### src/design/fcdl_pkg.sv
// ----------------------------------------------------------------------------
// fcdl_pkg
// Event, status and register index codes of the fault channel debounce logger.
// ----------------------------------------------------------------------------
`default_nettype none

package fcdl_pkg;

  // event kinds carried by op and by log_event
  localparam logic [1:0] OP_OK    = 2'd0;
  localparam logic [1:0] OP_FAULT = 2'd1;
  localparam logic [1:0] OP_RESET = 2'd2;

  // status codes of a result
  localparam logic [2:0] STAT_OK        = 3'd0;
  localparam logic [2:0] STAT_ERROR     = 3'd1;
  localparam logic [2:0] STAT_WARNING   = 3'd2;
  localparam logic [2:0] STAT_WRONG_ID  = 3'd3;
  localparam logic [2:0] STAT_INVALID   = 3'd4;

  // configuration register indexes
  localparam logic [2:0] CFG_ENABLE    = 3'd0;
  localparam logic [2:0] CFG_RECORDING = 3'd1;
  localparam logic [2:0] CFG_RESERVED  = 3'd2;
  localparam logic [2:0] CFG_THR_A     = 3'd3;
  localparam logic [2:0] CFG_THR_B     = 3'd4;
  localparam logic [2:0] CFG_THR_C     = 3'd5;
  localparam logic [2:0] CFG_THR_D     = 3'd6;
  localparam logic [2:0] CFG_LOG_CAP   = 3'd7;

  // register reset values
  localparam logic [31:0] ENABLE_RESET  = 32'hFFFF_FFFF;
  localparam logic [7:0]  LOG_CAP_RESET = 8'd8;

endpackage

`default_nettype wire

### src/design/fault_channel_debounce_logger_core.sv
// ----------------------------------------------------------------------------
// fault_channel_debounce_logger_core
// Per-channel fault debounce counters with flags, notifications and a
// filtered log record stream.
// ----------------------------------------------------------------------------
// An event is taken at every clock edge with start high (busy stays low), so
// one event per cycle is sustained. The event is registered at that edge, one
// pass of logic updates the addressed channel's counter, flags and log state
// and loads the result register at the next edge; done is registered at that
// same edge. The receiver cannot stall: each result is shown for exactly one
// cycle. Back-to-back events on the same channel see each other's updates,
// since the channel state is written at the same edge as the result.
// Configuration writes take effect at the next edge and are meant for idle
// periods only.
`default_nettype none

module fault_channel_debounce_logger_core #(
  parameter int CHANNEL_COUNT = 32
) (
  input  wire logic        clk,
  input  wire logic        rst,
  // event command
  input  wire logic        start,
  output logic             busy,
  input  wire logic [1:0]  op,
  input  wire logic [5:0]  channel,
  input  wire logic [31:0] item_number,
  input  wire logic [31:0] time_stamp,
  // configuration write port
  input  wire logic        wr_en,
  input  wire logic [2:0]  wr_index,
  input  wire logic [63:0] wr_data,
  // result
  output logic             done,
  output logic [2:0]       status,
  output logic             error_flag,
  output logic             warning_flag,
  output logic             notify_valid,
  output logic             notify_kind,
  output logic             log_valid,
  output logic [4:0]       log_channel,
  output logic [1:0]       log_event,
  output logic [31:0]      log_item,
  output logic [31:0]      log_time,
  output logic [31:0]      log_total
);

  localparam int         CH_W     = (CHANNEL_COUNT > 1) ? $clog2(CHANNEL_COUNT) : 1;
  localparam logic [6:0] CH_LIMIT = 7'(CHANNEL_COUNT);

  // configuration registers
  logic [31:0] enable_mask;
  logic [31:0] recording_mask;
  logic [31:0] reserved_mask;
  logic [63:0] thr_word [4];
  logic [7:0]  log_cap;

  // channel state
  logic [8:0]  occ_count  [CHANNEL_COUNT];
  logic        err_flags  [CHANNEL_COUNT];
  logic        warn_flags [CHANNEL_COUNT];
  logic [1:0]  last_event [CHANNEL_COUNT];
  logic [7:0]  log_count  [CHANNEL_COUNT];
  logic [31:0] total_records;

  // input register
  logic        in_vld;
  logic [1:0]  in_op;
  logic [5:0]  in_channel;
  logic [31:0] in_item;
  logic [31:0] in_time;

  // working values
  logic [CH_W-1:0] idx;
  logic [4:0]      mb;
  logic            id_ok;
  logic            upd;
  logic            enabled;
  logic            recording;
  logic [8:0]      thr;
  logic [8:0]      cnt_cur;
  logic            err_cur;
  logic            warn_cur;
  logic [1:0]      last_cur;
  logic [7:0]      lcnt_cur;
  logic [8:0]      cnt_next;
  logic            err_next;
  logic            warn_next;
  logic [1:0]      last_next;
  logic [7:0]      lcnt_next;
  logic [31:0]     total_next;
  logic [2:0]      res_status;
  logic            res_notify;
  logic            res_kind;
  logic            log_req;
  logic [1:0]      log_ev;
  logic            log_pass;

  assign busy = 1'b0;

  // hold configuration registers
  always_ff @(posedge clk) begin
    if (rst) begin
      enable_mask    <= fcdl_pkg::ENABLE_RESET;
      recording_mask <= '0;
      reserved_mask  <= '0;
      for (int i = 0; i < 4; i++) begin
        thr_word[i] <= '0;
      end
      log_cap        <= fcdl_pkg::LOG_CAP_RESET;
    end else if (wr_en) begin
      unique case (wr_index)
        fcdl_pkg::CFG_ENABLE:    enable_mask    <= wr_data[31:0];
        fcdl_pkg::CFG_RECORDING: recording_mask <= wr_data[31:0];
        fcdl_pkg::CFG_RESERVED:  reserved_mask  <= wr_data[31:0];
        fcdl_pkg::CFG_THR_A:     thr_word[0]    <= wr_data;
        fcdl_pkg::CFG_THR_B:     thr_word[1]    <= wr_data;
        fcdl_pkg::CFG_THR_C:     thr_word[2]    <= wr_data;
        fcdl_pkg::CFG_THR_D:     thr_word[3]    <= wr_data;
        fcdl_pkg::CFG_LOG_CAP:   log_cap        <= wr_data[7:0];
        default: ;
      endcase
    end
  end

  // register the event on transfer
  always_ff @(posedge clk) begin
    if (rst) begin
      in_vld <= 1'b0;
    end else begin
      in_vld <= start && !busy;
    end
  end

  always_ff @(posedge clk) begin
    if (start && !busy) begin
      in_op      <= op;
      in_channel <= channel;
      in_item    <= item_number;
      in_time    <= time_stamp;
    end
  end

  // look up the addressed channel
  always_comb begin
    idx       = in_channel[CH_W-1:0];
    mb        = in_channel[4:0];
    id_ok     = {1'b0, in_channel} < CH_LIMIT;
    upd       = id_ok && !reserved_mask[mb];
    enabled   = enable_mask[mb];
    recording = recording_mask[mb];
    thr       = {1'b0, thr_word[in_channel[4:3]][{in_channel[2:0], 3'b000} +: 8]};
    cnt_cur   = occ_count[idx];
    err_cur   = err_flags[idx];
    warn_cur  = warn_flags[idx];
    last_cur  = last_event[idx];
    lcnt_cur  = log_count[idx];
  end

  // debounce the event
  always_comb begin
    cnt_next   = cnt_cur;
    err_next   = err_cur;
    warn_next  = warn_cur;
    res_status = fcdl_pkg::STAT_OK;
    res_notify = 1'b0;
    res_kind   = 1'b0;
    log_req    = 1'b0;
    log_ev     = fcdl_pkg::OP_OK;
    priority if (!id_ok) begin
      res_status = fcdl_pkg::STAT_WRONG_ID;
    end else if (!upd) begin
      res_status = fcdl_pkg::STAT_INVALID;
    end else begin
      unique case (in_op)
        fcdl_pkg::OP_OK: begin
          if (enabled) begin
            priority if (cnt_cur > 9'd1) begin
              cnt_next = cnt_cur - 9'd1;
            end else if (cnt_cur == 9'd1) begin
              cnt_next   = '0;
              err_next   = 1'b0;
              warn_next  = 1'b0;
              log_req    = recording;
              log_ev     = fcdl_pkg::OP_OK;
              res_notify = 1'b1;
              res_kind   = 1'b1;
            end else begin
              cnt_next = cnt_cur;
            end
          end
        end
        fcdl_pkg::OP_FAULT: begin
          if (enabled) begin
            priority if (cnt_cur < thr) begin
              cnt_next = cnt_cur + 9'd1;
            end else if (cnt_cur == thr) begin
              cnt_next   = cnt_cur + 9'd1;
              err_next   = 1'b1;
              warn_next  = 1'b0;
              log_req    = recording;
              log_ev     = fcdl_pkg::OP_FAULT;
              res_notify = 1'b1;
              res_status = fcdl_pkg::STAT_ERROR;
            end else begin
              res_status = fcdl_pkg::STAT_ERROR;
            end
          end else begin
            err_next   = 1'b0;
            warn_next  = 1'b1;
            res_status = fcdl_pkg::STAT_WARNING;
          end
        end
        fcdl_pkg::OP_RESET: begin
          if (enabled) begin
            cnt_next  = '0;
            err_next  = 1'b0;
            warn_next = 1'b0;
            log_req   = recording;
            log_ev    = fcdl_pkg::OP_RESET;
          end
        end
        default: ;
      endcase
    end
  end

  // filter the log request: drop repeats, reset after ok, and past the cap
  always_comb begin
    log_pass   = 1'b0;
    lcnt_next  = lcnt_cur;
    last_next  = last_cur;
    total_next = total_records;
    if (log_req) begin
      priority if (last_cur == log_ev) begin
        log_pass = 1'b0;
      end else if (last_cur == fcdl_pkg::OP_OK && log_ev == fcdl_pkg::OP_RESET) begin
        log_pass = 1'b0;
      end else if (lcnt_cur >= log_cap) begin
        lcnt_next = log_cap;
      end else begin
        log_pass   = 1'b1;
        lcnt_next  = lcnt_cur + 8'd1;
        total_next = total_records + 32'd1;
        last_next  = log_ev;
      end
    end
  end

  // write back channel state
  always_ff @(posedge clk) begin
    if (rst) begin
      for (int i = 0; i < CHANNEL_COUNT; i++) begin
        occ_count[i]  <= '0;
        err_flags[i]  <= 1'b0;
        warn_flags[i] <= 1'b0;
        last_event[i] <= fcdl_pkg::OP_OK;
        log_count[i]  <= '0;
      end
      total_records <= '0;
    end else if (in_vld && upd) begin
      occ_count[idx]  <= cnt_next;
      err_flags[idx]  <= err_next;
      warn_flags[idx] <= warn_next;
      last_event[idx] <= last_next;
      log_count[idx]  <= lcnt_next;
      total_records   <= total_next;
    end
  end

  // load the result register
  always_ff @(posedge clk) begin
    if (rst) begin
      done <= 1'b0;
    end else begin
      done <= in_vld;
    end
  end

  always_ff @(posedge clk) begin
    if (in_vld) begin
      status       <= res_status;
      error_flag   <= upd ? err_next : 1'b0;
      warning_flag <= upd ? warn_next : 1'b0;
      notify_valid <= upd && res_notify;
      notify_kind  <= upd && res_kind;
      log_valid    <= upd && log_pass;
      log_channel  <= (upd && log_pass) ? in_channel[4:0] : '0;
      log_event    <= (upd && log_pass) ? log_ev : '0;
      log_item     <= (upd && log_pass) ? in_item : '0;
      log_time     <= (upd && log_pass) ? in_time : '0;
      log_total    <= (upd && log_pass) ? total_next : '0;
    end
  end

`ifndef SYNTH
  // every registered event yields one result in the next cycle
  a_done_follows: assert property (@(posedge clk) disable iff (rst)
    in_vld |=> done)
    else $error("result strobe missing after a registered event");

  // an emitted record carries the running total just stored
  a_log_total: assert property (@(posedge clk) disable iff (rst)
    (done && log_valid) |-> (log_total == total_records))
    else $error("log total out of step with the record counter");

  // a rejected channel id reports nothing else
  a_wrong_id: assert property (@(posedge clk) disable iff (rst)
    (done && status == fcdl_pkg::STAT_WRONG_ID) |->
      (!error_flag && !warning_flag && !notify_valid && !log_valid))
    else $error("wrong id result carries channel data");

  // an error set notification comes with the error flag raised
  a_notify_set: assert property (@(posedge clk) disable iff (rst)
    (done && notify_valid && !notify_kind) |-> (error_flag && !warning_flag))
    else $error("error set notification without error flag");

  // an error reset notification comes with both flags cleared
  a_notify_clear: assert property (@(posedge clk) disable iff (rst)
    (done && notify_valid && notify_kind) |-> (!error_flag && !warning_flag))
    else $error("error reset notification with a flag still set");
`endif

endmodule

`default_nettype wire

### config.mk
export PLATFORM = sky130hd
export DESIGN_NAME = fault_channel_debounce_logger_core
export DESIGN_NICKNAME = d
export VERILOG_FILES = /design/src/design/fcdl_pkg.sv /design/src/design/fault_channel_debounce_logger_core.sv
export SDC_FILE = /design/constraint.sdc
export NUM_CORES = 2
export LEC_CHECK = 0
export BUFFER_PORTS_ARGS = -buffer_cell sky130_fd_sc_hd__buf_4
export CAP_MARGIN = 10
export CORE_AREA = 4 4 305 307
export DETAILED_ROUTE_END_ITERATION = 6
export DIE_AREA = 0 0 309 311
export PLACE_DENSITY = 0.8
export SYNTH_ARGS = -nofsm -noshare
export SYNTH_HDL_FRONTEND = slang
export SYNTH_SLANG_ARGS = --single-unit
### constraint.sdc
create_clock -name clk -period 7.7 [get_ports clk]
set_input_delay 1.54 -clock clk [delete_from_list [all_inputs] [get_ports clk]]
set_output_delay 1.54 -clock clk [all_outputs]
set_load 0.005 [all_outputs]
==> results_dict.tcl <==
set metrics [dict create \
    cts_max_level 3 \
    drt_iter0_drc 5010 \
    syn_area_mm2 0.05565 \
    fin_skew_ns 0.03401 \
    wl_per_cell_um 28.00 \
    ys_seq_area_frac 0.6509 \
    tns_ns 0 \
    ctsResizeCount 0 \
    route.vias.total 36540 \
    setup_slack_ns 0.6220 \
    worstPathArrival_ns 7.62 \
    maxSlewHeadroom 0.1835 \
    die_height_um 311 \
    cts_tree "done" \
    die_w_um 309 \
    core_area_mm2 0.09001 \
    avgSynthCellArea_um2 13.73 \
    reg2reg_slack_ns 0.62 \
    reg2reg_to "log_count[13][3]$_SDFFCE_PN0P_" \
    area_growth_pct 13.34 \
    layout_min_cycle_time_ns 7.078 \
    cp_max_fo 48 \
    rsz0062_at_grt "no" \
    ir_drop_mv 0.2027 \
    hold_viol 0 \
    holdPathEnd "reserved_mask[13]$_SDFFE_PP0P_" \
    fmax_mhz 141.3 \
    cts_buffers 121 \
    ys_types 75 \
    cts_hold_buf 0 \
    worstRegToRegCells 16 \
    drive_gt1_frac 0.2218 \
    min_path_type "register to register" \
    portBuffers 254 \
    start_util 0.6183 \
    drc 1 \
    cts_setup_buffers 0 \
    hold_start "reserved_mask[13]$_SDFFE_PP0P_" \
    antenna_found_initial 7 \
    fp-row-count 110 \
    via_per_inst 6.619 \
    firstDrtPassIters 7 \
    total_power_w 0.01567 \
    cp-start-kind "register" \
    synth_area_leader_cell "edfxtp_1" \
    violations "design-rule violations" \
    synth_edf_count 1111 \
    grt_pass1_vias 36350 \
    dp_slack_ns 1.142 \
    fin_crit_sh 0.9192 \
    maxCapViolCount 0 \
    cts_buffer_depth 3 \
    clkLatencyLatePin_ns 0.73 \
    synth_commonest_cells "1111 x edfxtp_1, 463 x nor2_1, 316 x nand2_1" \
    cts-root-buf "clkbuf_16" \
    yosysMostFrequentCell "edfxtp_1" \
    synth_area_leaders "edfxtp_1 60%, mux4_2 10%, dfxtp_1 5.1%" \
    synth_seq_cells 1254 \
    synth_ff_type "edfxtp_1" \
    grt_usage 0.3208 \
    required_ns 8.24 \
    wl_mm 154.6 \
    antenna_left 0 \
    hpwl_mm 95.04 \
    nets 4398 \
    yosysWarningCount 0 \
    grt_pass1_wl_mm 229.3 \
    p_per_area_mw_per_mm2 248.4 \
    tightestPinTransition_ns 1.219 \
    grt_start_max_net_pins 106 \
    total_leakage_power_nw 22.52 \
    io_pins 256 \
    syn_inst 4053 \
    path_clk_slew_ns 0.06 \
    drv_slew 0 \
    grt_overflow_total 0 \
    async_reset_ff_frac 0 \
    die_area_mm2 0.09610 \
    path_class "register to register" \
    netlist.area_leader.share 0.5995 \
    cts_sinks 1254 \
    finalWeightedCongestion 0.9368 \
    run_status "finished, violations left" \
    synth_nets 4221 \
    finalSetupViolations 0 \
    min_path_cells 2 \
    end_kind "register" \
]
[worst max-delay path by stage]
stage              from                              end  slack [ns]  depth (start not counted)
4_1_cts        register   log_count[13][3]$_SDFFCE_PN0P_        1.05                         16
6_report       register   log_count[13][3]$_SDFFCE_PN0P_        0.62                         16
2_1_floorplan  register   occ_count[18][4]$_SDFFCE_PN0P_        1.36                         19
5_1_grt        register   log_count[10][3]$_SDFFCE_PN0P_        0.47                         16
3_5_place_dp   register  last_event[17][1]$_SDFFCE_PN0P_        1.14                         15
3_3_place_gp   register  last_event[27][1]$_SDFFCE_PN0P_        1.23                         15
[layout make-up]
type | instances | area, um2
tap | 1176 | 1471
inverter | 32 | 120.1
clock inverter | 80 | 564.3
timing repair buffer | 417 | 3269
clock buffer | 151 | 3287
fill | 5823 | 26930
multi-input combinational | 2404 | 18100
antenna | 6 | 15.01
sequential | 1254 | 36250
[logic make-up after synthesis]
group | after synthesis | share of synthesized area
simple gates | 1601 | 0.1429
flops | 1254 | 0.6509
buf+inv | 395 | 0.03037
compound gates | 381 | 0.04135
mux | 363 | 0.1236
xor+xnor | 33 | 0.005194
fa+ha+maj | 25 | 0.005621
other cells | 1 | 0.00006738
[power breakdown]
| part | internal [W] | total (W) | switching (W) | leakage, nW |
|---|---|---|---|---|
| clock network | 0.00322 | 0.00578 | 0.00257 | 1.90 |
| registers | 0.00767 | 0.00781 | 0.000140 | 12.3 |
| logic | 0.000689 | 0.00207 | 0.00138 | 8.27 |
| total | 0.0116 | 0.0157 | 0.00409 | 22.5 |
[stage by stage]
stage,instances,area [um2],hold WS (ns),util
final,5520,63080,0.4498,0.7008
after detailed placement,5279,59120,0.4431,0.6568
after floorplan,4053,55650,0.4329,-
after global placement,5279,59120,0.4385,0.6568
after global routing,5518,63070,0.4659,0.7007
after CTS,5510,62970,0.4514,0.6996
[critical path, cell delays in order, from the launching register on]
cell and delay [ns]:
dfxtp_4 0.84, buf_4 0.48, mux4_2 0.37, o22ai_1 0.32, or4_1 0.43, inv_1 0.20, ha_1 0.36, and4_1 0.23
nand3_1 0.09, a31oi_1 0.29, nand2_1 0.10, nor3_1 0.75, o2111ai_1 0.41, nor2_1 0.83, a31oi_2 0.45, buf_4 0.39
nor3_1 0.27
[cells in the final DEF (no fill, tap or decap), types with 54 or more instances in the layout]
cell type  synthesis  routed
clkbuf_16          0     125
and3_1            84      84
mux2i_1           66      65
nand2_1          316     316
a21oi_1          222     220
mux4_2           255     255
nor4_1            61      54
nor2_1           463     463
dfxtp_1          143     137
nor3_1           182     176
edfxtp_1        1111    1111
buf_4              9     406
and2_1           268     268
[sequential cells by signal, summed over array words and instances (netlist names), 2 cells and up, named ones only]
signal and cells:
enable_mask 32, status 3, log_channel 5, in_channel 6
log_item 32, warn_flags 32, log_event 2, log_cap 8
log_time 32, occ_count 288, in_item 32, recording_mask 32
in_op 2, log_total 32, last_event 64, total_records 32
log_count 256, thr_word 256, reserved_mask 32, in_time 32
err_flags 32
[routing by layer]
metal	share of wire	wire length [um]	GRT usage	vias to the layer above
li1	-	-	-	15480
met1	0.34	51850	0.4164	17940
met2	0.48	74780	0.5170	2609
met3	0.12	19010	0.07439	505
met4	0.058	8939	0.1530	0
met5	0	0	0	-
Power figures use the tool's default switching activity.
